==> src/design/rope_pkg.sv <==
// Shared constants, tables and types for the rotary position embedding block.
`timescale 1ns / 1ps

package rope_pkg;

   // Defaults for the top-level parameters
   localparam int MAX_PAIRS_DEFAULT    = 64;
   localparam int SAMPLE_BITS_DEFAULT  = 16;
   localparam int CORDIC_STEPS_DEFAULT = 16;

   // Configuration register indexes
   localparam logic [2:0] CSR_START_POSITION     = 3'd0;
   localparam logic [2:0] CSR_PAIRS_IN_USE       = 3'd1;
   localparam logic [2:0] CSR_TOKENS_IN_SEQUENCE = 3'd2;
   localparam logic [2:0] CSR_FIRST_STEP         = 3'd3;
   localparam logic [2:0] CSR_STEP_RATIO         = 3'd4;
   localparam logic [2:0] CSR_INVERSE_MODE       = 3'd5;

   localparam int CSR_INDEX_W = 3;
   localparam int CSR_DATA_W  = 32;

   // Configuration reset values
   localparam logic [19:0] START_POSITION_RESET     = 20'd0;
   localparam logic [6:0]  PAIRS_IN_USE_RESET       = 7'd64;
   localparam logic [15:0] TOKENS_IN_SEQUENCE_RESET = 16'd1;
   localparam logic [31:0] FIRST_STEP_RESET         = 32'd683565276;
   localparam logic [31:0] STEP_RATIO_RESET         = 32'd3719292214;

   // Field widths fixed by the register map
   localparam int POS_W   = 21;   // start position plus token count
   localparam int PHASE_W = 32;

   // CORDIC datapath: Q30 values with headroom for gain growth and negation
   localparam int CORDIC_W = 34;
   localparam logic signed [CORDIC_W-1:0] CORDIC_GAIN_Q30 = 34'sd652032874;

   // Shared multiplier: 33x33 signed covers 32-bit unsigned and signed operands
   localparam int MUL_W  = 33;
   localparam int PROD_W = 2 * MUL_W;

   // atan(2^-i) in 2^-32 turns
   localparam logic [31:0] ATAN_TURNS [32] = '{
      32'h20000000, 32'h12E4051E, 32'h09FB385B, 32'h051111D4,
      32'h028B0D43, 32'h0145D7E1, 32'h00A2F61E, 32'h00517C55,
      32'h0028BE53, 32'h00145F2F, 32'h000A2F98, 32'h000517CC,
      32'h00028BE6, 32'h000145F3, 32'h0000A2FA, 32'h0000517D,
      32'h000028BE, 32'h0000145F, 32'h00000A30, 32'h00000518,
      32'h0000028C, 32'h00000146, 32'h000000A3, 32'h00000051,
      32'h00000029, 32'h00000014, 32'h0000000A, 32'h00000005,
      32'h00000003, 32'h00000001, 32'h00000001, 32'h00000000
   };

   // CORDIC status back to the sequencer
   typedef struct packed {
      logic                       busy;
      logic signed [CORDIC_W-1:0] cosine;
      logic signed [CORDIC_W-1:0] sine;
   } cordic_out_type;

endpackage

==> src/design/rope_cordic.sv <==
// Iterative CORDIC rotator: one micro-rotation per cycle, phase in turns to cos/sin in Q30.
`timescale 1ns / 1ps

module rope_cordic import rope_pkg::*; #(
   parameter int CORDIC_STEPS = CORDIC_STEPS_DEFAULT
) (
   input  logic                 clock,
   input  logic                 reset,
   input  logic                 start,
   input  logic [PHASE_W-1:0]   phase,
   output cordic_out_type       result
);

   localparam logic [4:0] LAST_ITER = 5'(CORDIC_STEPS - 1);

   logic                       busy_ff, busy_in;
   logic [4:0]                 iter_ff, iter_in;
   logic                       flip_ff, flip_in;
   logic signed [CORDIC_W-1:0] x_ff, x_in;
   logic signed [CORDIC_W-1:0] y_ff, y_in;
   logic signed [CORDIC_W-1:0] z_ff, z_in;

   logic [PHASE_W-1:0]         folded;
   logic                       fold;
   logic signed [CORDIC_W-1:0] dx, dy, da;

   // Fold the second and third quadrants by half a turn
   assign fold   = (phase[31:30] == 2'b01) || (phase[31:30] == 2'b10);
   assign folded = fold ? phase + 32'h80000000 : phase;

   // Shifted terms for this iteration
   assign dx = y_ff >>> iter_ff;
   assign dy = x_ff >>> iter_ff;
   assign da = CORDIC_W'(ATAN_TURNS[iter_ff]);

   always_comb begin
      busy_in = busy_ff;
      iter_in = iter_ff;
      flip_in = flip_ff;
      x_in    = x_ff;
      y_in    = y_ff;
      z_in    = z_ff;
      if (start) begin
         busy_in = 1'b1;
         iter_in = '0;
         flip_in = fold;
         x_in    = CORDIC_GAIN_Q30;
         y_in    = '0;
         z_in    = CORDIC_W'(signed'(folded));
      end else if (busy_ff) begin
         if (!z_ff[CORDIC_W-1]) begin
            x_in = x_ff - dx;
            y_in = y_ff + dy;
            z_in = z_ff - da;
         end else begin
            x_in = x_ff + dx;
            y_in = y_ff - dy;
            z_in = z_ff + da;
         end
         iter_in = iter_ff + 5'd1;
         if (iter_ff == LAST_ITER) begin
            busy_in = 1'b0;
         end
      end
   end

   // Control state
   always_ff @(posedge clock) begin
      if (reset) begin
         busy_ff <= 1'b0;
      end else begin
         busy_ff <= busy_in;
      end
   end

   // Datapath registers
   always_ff @(posedge clock) begin
      iter_ff <= iter_in;
      flip_ff <= flip_in;
      x_ff    <= x_in;
      y_ff    <= y_in;
      z_ff    <= z_in;
   end

   // Undo the quadrant fold on the way out
   assign result.busy   = busy_ff;
   assign result.cosine = flip_ff ? -x_ff : x_ff;
   assign result.sine   = flip_ff ? -y_ff : y_ff;

endmodule

==> config.mk <==
export PLATFORM = sky130hd
export DESIGN_NAME = rope_cordic
export DESIGN_NICKNAME = d
export VERILOG_FILES = /design/src/design/rope_pkg.sv /design/src/design/rope_cordic.sv
export SDC_FILE = /design/constraint.sdc
export NUM_CORES = 1
export LEC_CHECK = 0
export ABC_AREA = 1
export BUFFER_PORTS_ARGS = -buffer_cell sky130_fd_sc_hd__clkbuf_2
export CAP_MARGIN = 40
export CORE_MARGIN = 2
export CORE_UTILIZATION = 35
export CTS_BUF_LIST = sky130_fd_sc_hd__clkbuf_2
export DETAILED_ROUTE_END_ITERATION = 8
export GPL_TIMING_DRIVEN = 0
export SETUP_SLACK_MARGIN = 0.2
export SYNTH_ARGS = -nofsm -noshare
export SYNTH_HDL_FRONTEND = slang
export SYNTH_SLANG_ARGS = --single-unit
==> constraint.sdc <==
create_clock -name clock -period 4.25 [get_ports clock]
set_input_delay 0.6375 -clock clock [delete_from_list [all_inputs] [get_ports clock]]
set_output_delay 0.6375 -clock clock [all_outputs]
set_load 0.03 [all_outputs]
==> reports/metrics.csv, run 1 <==
stage;metric;value;unit
sta;Final Hold Viols;0;
power;leak pwr;11.1;nW
worst_hold_path;Hold Crit Depth;3;
grt;initial antenna violation count;2;
route;post-route ant nets;0;
setup_path;Critical Path RT;5.06;ns
route;TritonRoute pass-1 iters;6;
route;Remaining DRCs;0;
floorplan;IO Count;104;
final_layout;Register Area;0.00255;mm²
yosys;count of cell types in the netlist;56;
sta;final setup fails;50;
run_status;status;finished with violations;
final_layout;fillcell total;5344;
power;Power, Total;16.2;mW
setup_path;internal reg-to-reg setup slack;-0.61;ns
yosys;Post-synth EDFFs;35;
setup_path;Worst Setup Start Kind;flop;
setup_path;Slowest-stage cell, CP;dfxtp_4;
sta;fmax;206;MHz
placed_design;port bufs;103;
setup_path;Worst Path Arrival;5.67;ns
route;DRT iter0 DRCs;2253;
clock_network;Worst-Skew Late Latency;0.91;ns
sta;Pins Over Slew Limit;0;
worst_hold_path;Hold Path End;z_ff[5];
sta;final setup margin;-0.612;ns
floorplan;Die H;228;µm
sta;worst slew pin tran;0.937;ns
floorplan;Initial Utilization;35.2;%
yosys;Seq/Total Area, Yosys;14.4;%
clock_network;Clock Path Buffers;2;
yosys;top cells by area, synth;nand2_1, nand3_1, dfxtp_1, ha_1, xor2_1;
power;power density over the cells;707;mW/mm²
yosys;Warnings, synthesis;0;
final_layout;layout cell share with drive strength beyond 1;23.7;%
grt;GRT Residual Overflow;0;
yosys;Synth Cell Area;0.0175;mm²
final_layout;most common cell after layout, fill and taps aside;nand2_1;
setup_path;crit path kind;reg -> reg;
clock_network;CTS H-tree depth;3;
setup_path;CP bufs+invs;6;
clock_network;TritonCTS clock tree;done;
final_layout;area of the multi-input gates;0.0151;mm²
worst_hold_path;HP Start;phase[5];
final_layout;most frequent cells in the layout;nand2_1, nand3_1, inv_1;
final_layout;fin cells;4003;
setup_path;Worst Reg-to-Reg Cells;32;
clock_network;CTS buffer count;9;
sta;fin crit period;4.86;ns
worst_hold_path;worst hold path type;in -> reg;
route;routed wire length;85.2;mm
sta;RSZ-0062 raised after global routing;yes;
setup_path;endpoint class of the critical path;flop;
route;via/cell ratio;5.50;
clock_network;clock root buffer;clkbuf_2;
clock_network;number of sinks on the clock net;109;
grt;total track usage;31.7;%
floorplan;FP Rows;82;
setup_path;crit path max fanout;11;
run_status;failing checks;negative setup slack;
sta;Slew HR;37.3;%
setup_path;r2r endpoint;z_ff[33];
final_layout;fin nets;3478;
route;vias;22000;
floorplan;chip width;228;µm
sta;Clock Skews;0.0716;ns
final_layout;fin area;0.0229;mm²
route;WL per Instance;21.3;µm
job;count of maximum capacitance violations;0;
yosys;synthesized flop and latch total;109;
final_layout;Syn-to-layout area delta;30.6;%
floorplan;CORE AREA;0.0498;mm²
final_layout;fin util;46.0;%
setup_path;max incr delay on CP;0.48;ns
setup_path;Top delay family on crit path;simple AND/OR/NAND/NOR gates;
yosys;library cell with the largest summed area after synthesis;nand2_1;
yosys;Net Count, Synth;3190;
placed_design;GP Congestion;1.03;
placed_design;Cells after DPL;3834;
yosys;Main synth FF type;dfxtp_1;
yosys;Syn Inst Count;3037;
grt;first-pass GRT wire length;126;mm
floorplan;die area;0.0519;mm²
sta;crit share post-route;114;%
yosys;syn_area_per_cell;5.77;µm²
placed_design;area of placed instances;0.0193;mm²
setup_path;most numerous cell on the critical path;nand2_1;
yosys;asr flop ratio synth;0;%
placed_design;DP Wirelength;66.1;mm
yosys;post-synth top area share;18.8;%
grt;largest net degree at the start of global routing;36;
setup_path;reg2reg start;iter_ff[0];
power;worst IR drop on VDD;0.000327;V
grt;vias in the first global route;20900;
clock_network;Clock transition at path regs;0.39;ns
[sequential cells by signal, indices dropped and copies added (netlist names)]
name and count:
busy_ff 1, z_ff 34, x_ff 34, iter_ff 5, flip_ff 1, y_ff 34
[Yosys cell counts, types with 36 or more instances]
master and count:
nand3_1 366, dfxtp_1 74, xnor2_1 54, a21oi_1 191, ha_1 115, xor2_1 133, inv_1 299, o21ai_0 164
clkbuf_1 36, buf_2 38, nor3_1 42, nand2_1 880, nor2_1 287
[routing by layer]
metal	GRT usage, %	wire length [µm]	part of all wire [%]	vias up
met4	16.4	4500	5.3	0
met5	0	0	0	-
met3	4.66	6740	7.9	200
met1	41.4	36200	42	10300
li1	-	-	-	10600
met2	50.5	37800	44	931
[metrics by stage]
step	worst slack, ns	hold slack [ns]	setup TNS, ns
after global placement	-1.38	0.593	-49.79
after CTS	-0.504	0.00773	-8.95
after floorplan	0.184	0.509	0
final	-0.612	0.104	-10.15
after global routing	-0.860	0.0509	-27.58
after detailed placement	-1.32	0.601	-28.08
[worst max path at each step]
stage	start	cells after the start	endpoint
after floorplan	iter_ff[1]	31	z_ff[33]
after global placement	iter_ff[1]	35	y_ff[33]
after detailed placement	iter_ff[1]	35	y_ff[33]
after CTS	iter_ff[0]	36	y_ff[33]
after global routing	iter_ff[0]	32	z_ff[33]
final	iter_ff[0]	32	z_ff[33]
[tightest hold or removal path: stages]
cell and delay, ns:
clkbuf_2 0.09, nor2_1 0.09, a21oi_1 0.05
[power breakdown]
group / internal [mW] / leakage (nW) / total [mW] / switching [mW]
logic: 5.25 / 10.1 / 13.5 / 8.26
registers: 1.43 / 0.970 / 1.99 / 0.555
clock network: 0.206 / 0.0888 / 0.677 / 0.470
total: 6.89 / 11.1 / 16.2 / 9.29
[area by class of cell]
type / instances / area share (%)
tap: 672 / 3.67
sequential: 109 / 11.2
inverter: 323 / 5.39
multi-input combinational: 2486 / 65.7
antenna: 1 / 0.0109
buffer: 119 / 4.07
clock buffer: 10 / 0.219
timing repair buffer: 277 / 9.32
clock inverter: 6 / 0.410
[timing repair]
action	CTS	global route
resized for setup	363	187
buffers inserted	89	30
endpoints found under the setup margin	130	105
hold buffers	32	0
pin swaps	86	66
hold endpoints to repair	31	0
gates cloned	1	0
[logic make-up after synthesis]
| logic type | after synthesis | synth area share, % |
|---|---|---|
| compound gates | 490 | 15.6 |
| flops | 109 | 14.4 |
| xor+xnor | 187 | 9.34 |
| buf+inv | 442 | 10.8 |
| simple gates | 1691 | 41.3 |
| fa+ha+maj | 118 | 8.55 |
No activity file was read; power rests on OpenSTA's default activity.
==> run 2: changes to the inputs <==
- BUFFER_PORTS_ARGS: -buffer_cell sky130_fd_sc_hd__clkbuf_2 -> -buffer_cell sky130_fd_sc_hd__buf_2
==> run 2 against run 1 <==
  * The run still ends with negative setup slack left
  * Utilization rose by 2.7 points
  * Sequential power hardly changed
  * Power is 7.4% higher
  * Sequential share of layout area down 0.60 points
  * Worst hold slack got worse by 0.012 ns
  * Flip-flop and latch count unchanged
  * Clock-buffer cell count is the same
  * Register-to-register slack barely moved
  * Final area is 5.8% higher
  * Critical endpoint unchanged
  * Largest power group unchanged
==> reports/metrics.csv, run 2 (synthesis gave the netlist of run 1 again) <==
stage;metric;value;unit
setup_path;max incr delay on CP;0.44;ns
floorplan;chip width;228;µm
power;power density over the cells;717;mW/mm²
setup_path;Worst Reg-to-Reg Cells;35;
sta;Hold Worst Slack;0.0922;ns
placed_design;DP Wirelength;65.1;mm
setup_path;Critical Path RT;4.97;ns
final_layout;fillcell total;5106;
floorplan;Die H;228;µm
setup_path;most numerous cell on the critical path;nand2_1;
setup_path;CP bufs+invs;9;
clock_network;Worst-Skew Late Latency;0.91;ns
run_status;status;finished with violations;
route;Remaining DRCs;0;
clock_network;Clock Path Buffers;2;
clock_network;CTS buffer count;9;
final_layout;fin nets;3541;
route;TritonRoute pass-1 iters;6;
final_layout;biggest registers after layout;x_ff: 34 flops, y_ff: 34 flops, z_ff: 34 flops;
setup_path;crit path kind;reg -> reg;
run_status;failing checks;negative setup slack;
grt;largest net degree at the start of global routing;35;
worst_hold_path;worst hold path type;in -> reg;
route;routed wire length;86.0;mm
placed_design;GP Congestion;1.03;
sta;fmax;205;MHz
placed_design;port bufs;103;
placed_design;area of placed instances;0.0193;mm²
final_layout;layout cell share with drive strength beyond 1;28.3;%
clock_network;TritonCTS clock tree;done;
setup_path;internal reg-to-reg setup slack;-0.62;ns
floorplan;CORE AREA;0.0498;mm²
floorplan;Initial Utilization;35.2;%
grt;GRT Residual Overflow;0;
final_layout;fin util;48.7;%
setup_path;crit path max fanout;9;
route;DRT iter0 DRCs;2395;
floorplan;FP Rows;82;
grt;initial antenna violation count;2;
clock_network;CTS H-tree depth;3;
setup_path;Worst Path Arrival;5.59;ns
sta;crit share post-route;115;%
clock_network;number of sinks on the clock net;109;
setup_path;Top delay family on crit path;simple AND/OR/NAND/NOR gates;
setup_path;endpoint class of the critical path;flop;
final_layout;Syn-to-layout area delta;38.2;%
setup_path;Slowest-stage cell, CP;dfxtp_4;
setup_path;reg2reg start;iter_ff[1];
route;vias;22400;
final_layout;most frequent cells in the layout;nand2_1, nand3_1, inv_1;
grt;vias in the first global route;20800;
sta;Clock Skews;0.0364;ns
floorplan;IO Count;104;
power;worst IR drop on VDD;0.000340;V
floorplan;die area;0.0519;mm²
route;via/cell ratio;5.50;
power;leak pwr;11.6;nW
setup_path;r2r endpoint;z_ff[33];
sta;fin crit period;4.87;ns
clock_network;clock root buffer;clkbuf_2;
sta;Slew HR;33.0;%
clock_network;Clock transition at path regs;0.36;ns
sta;Pins Over Slew Limit;0;
sta;RSZ-0062 raised after global routing;yes;
sta;final setup margin;-0.621;ns
route;WL per Instance;21.1;µm
worst_hold_path;Hold Crit Depth;3;
final_layout;fin area;0.0242;mm²
sta;Final Hold Viols;0;
grt;total track usage;31.4;%
worst_hold_path;Hold Path End;z_ff[5];
sta;worst slew pin tran;0.994;ns
final_layout;most common cell after layout, fill and taps aside;nand2_1;
grt;first-pass GRT wire length;125;mm
sta;final setup fails;51;
worst_hold_path;HP Start;phase[5];
job;count of maximum capacitance violations;0;
route;post-route ant nets;0;
setup_path;Worst Setup Start Kind;flop;
-- run 2: changes by cell type in the layout (fill, tap and decap cells not counted), sizes merged --
cell | before | now
bufbuf | 1 | 2
clkbuf | 149 | 51
buf | 224 | 384
clkinv | 6 | 4
diode | 1 | 2
clkinvlp | 0 | 2
-- run 2: cell type report --
| cell class | instances | area (µm²) | area share [%] |
|---|---|---|---|
| Multi-Input combinational cell | 2486 | 15700 | 64.6 |
| Timing Repair Buffer | 340 | 2790 | 11.5 |
| Sequential cell | 109 | 2560 | 10.6 |
| Inverter | 323 | 1260 | 5.20 |
| Buffer | 119 | 970 | 4.00 |
| Tap cell | 672 | 841 | 3.47 |
| Clock inverter | 6 | 93.8 | 0.387 |
| Clock buffer | 10 | 50.0 | 0.207 |
| Antenna cell | 2 | 5.00 | 0.0207 |
-- run 2: worst reg2reg max path: cells and delay by family, from the launching register on --
kind	cells	cell delay [ns]
flops	1	0.44
xor+xnor	1	0.10
compound gates	4	0.53
simple gates	18	1.97
buf+inv	9	0.94
fa+ha+maj	3	0.73
-- run 2: worst max-delay path by stage --
stage / start / end / depth (start not counted)
after floorplan: iter_ff[1] / z_ff[33] / 31
after global placement: iter_ff[1] / y_ff[33] / 35
after detailed placement: iter_ff[1] / y_ff[33] / 35
after CTS: iter_ff[0] / y_ff[33] / 36
after global routing: iter_ff[0] / y_ff[33] / 36
final: iter_ff[1] / z_ff[33] / 35
-- run 2: power by group --
group          total (mW)  switching, mW  internal, mW
Clock               0.670          0.464         0.205
Sequential           2.02          0.585          1.43
Combinational        14.7           8.69          6.01
Total                17.4           9.74          7.64
-- run 2: timing repair --
action                                  4_1_cts  5_1_grt
pin swaps                                    90      129
resized for setup                           359      423
hold endpoints to repair                     31        0
gates cloned                                  2        4
endpoints found under the setup margin      132      107
buffers inserted                            102       76
hold buffers                                 32        0
-- run 2: stage by stage --
stage               setup slack [ns]  instances  total power, mW  TNS (ns)
floorplan                      0.184       3037             9.74         0
global placement               -1.48       3812             12.4    -45.56
detailed placement             -1.42       3833             12.4    -29.75
CTS                           -0.557       3985             14.9    -11.03
global route                  -0.811       4066             18.7    -25.92
finish                        -0.621       4067             17.4    -14.41
-- run 2: layer usage --
layer	track usage [%]	share of wire, %	vias to the layer above
met4	15.6	5.7	0
met1	40.9	42	10400
li1	-	-	10700
met2	50.2	44	990
met3	5.18	8.1	244
met5	0	0	-
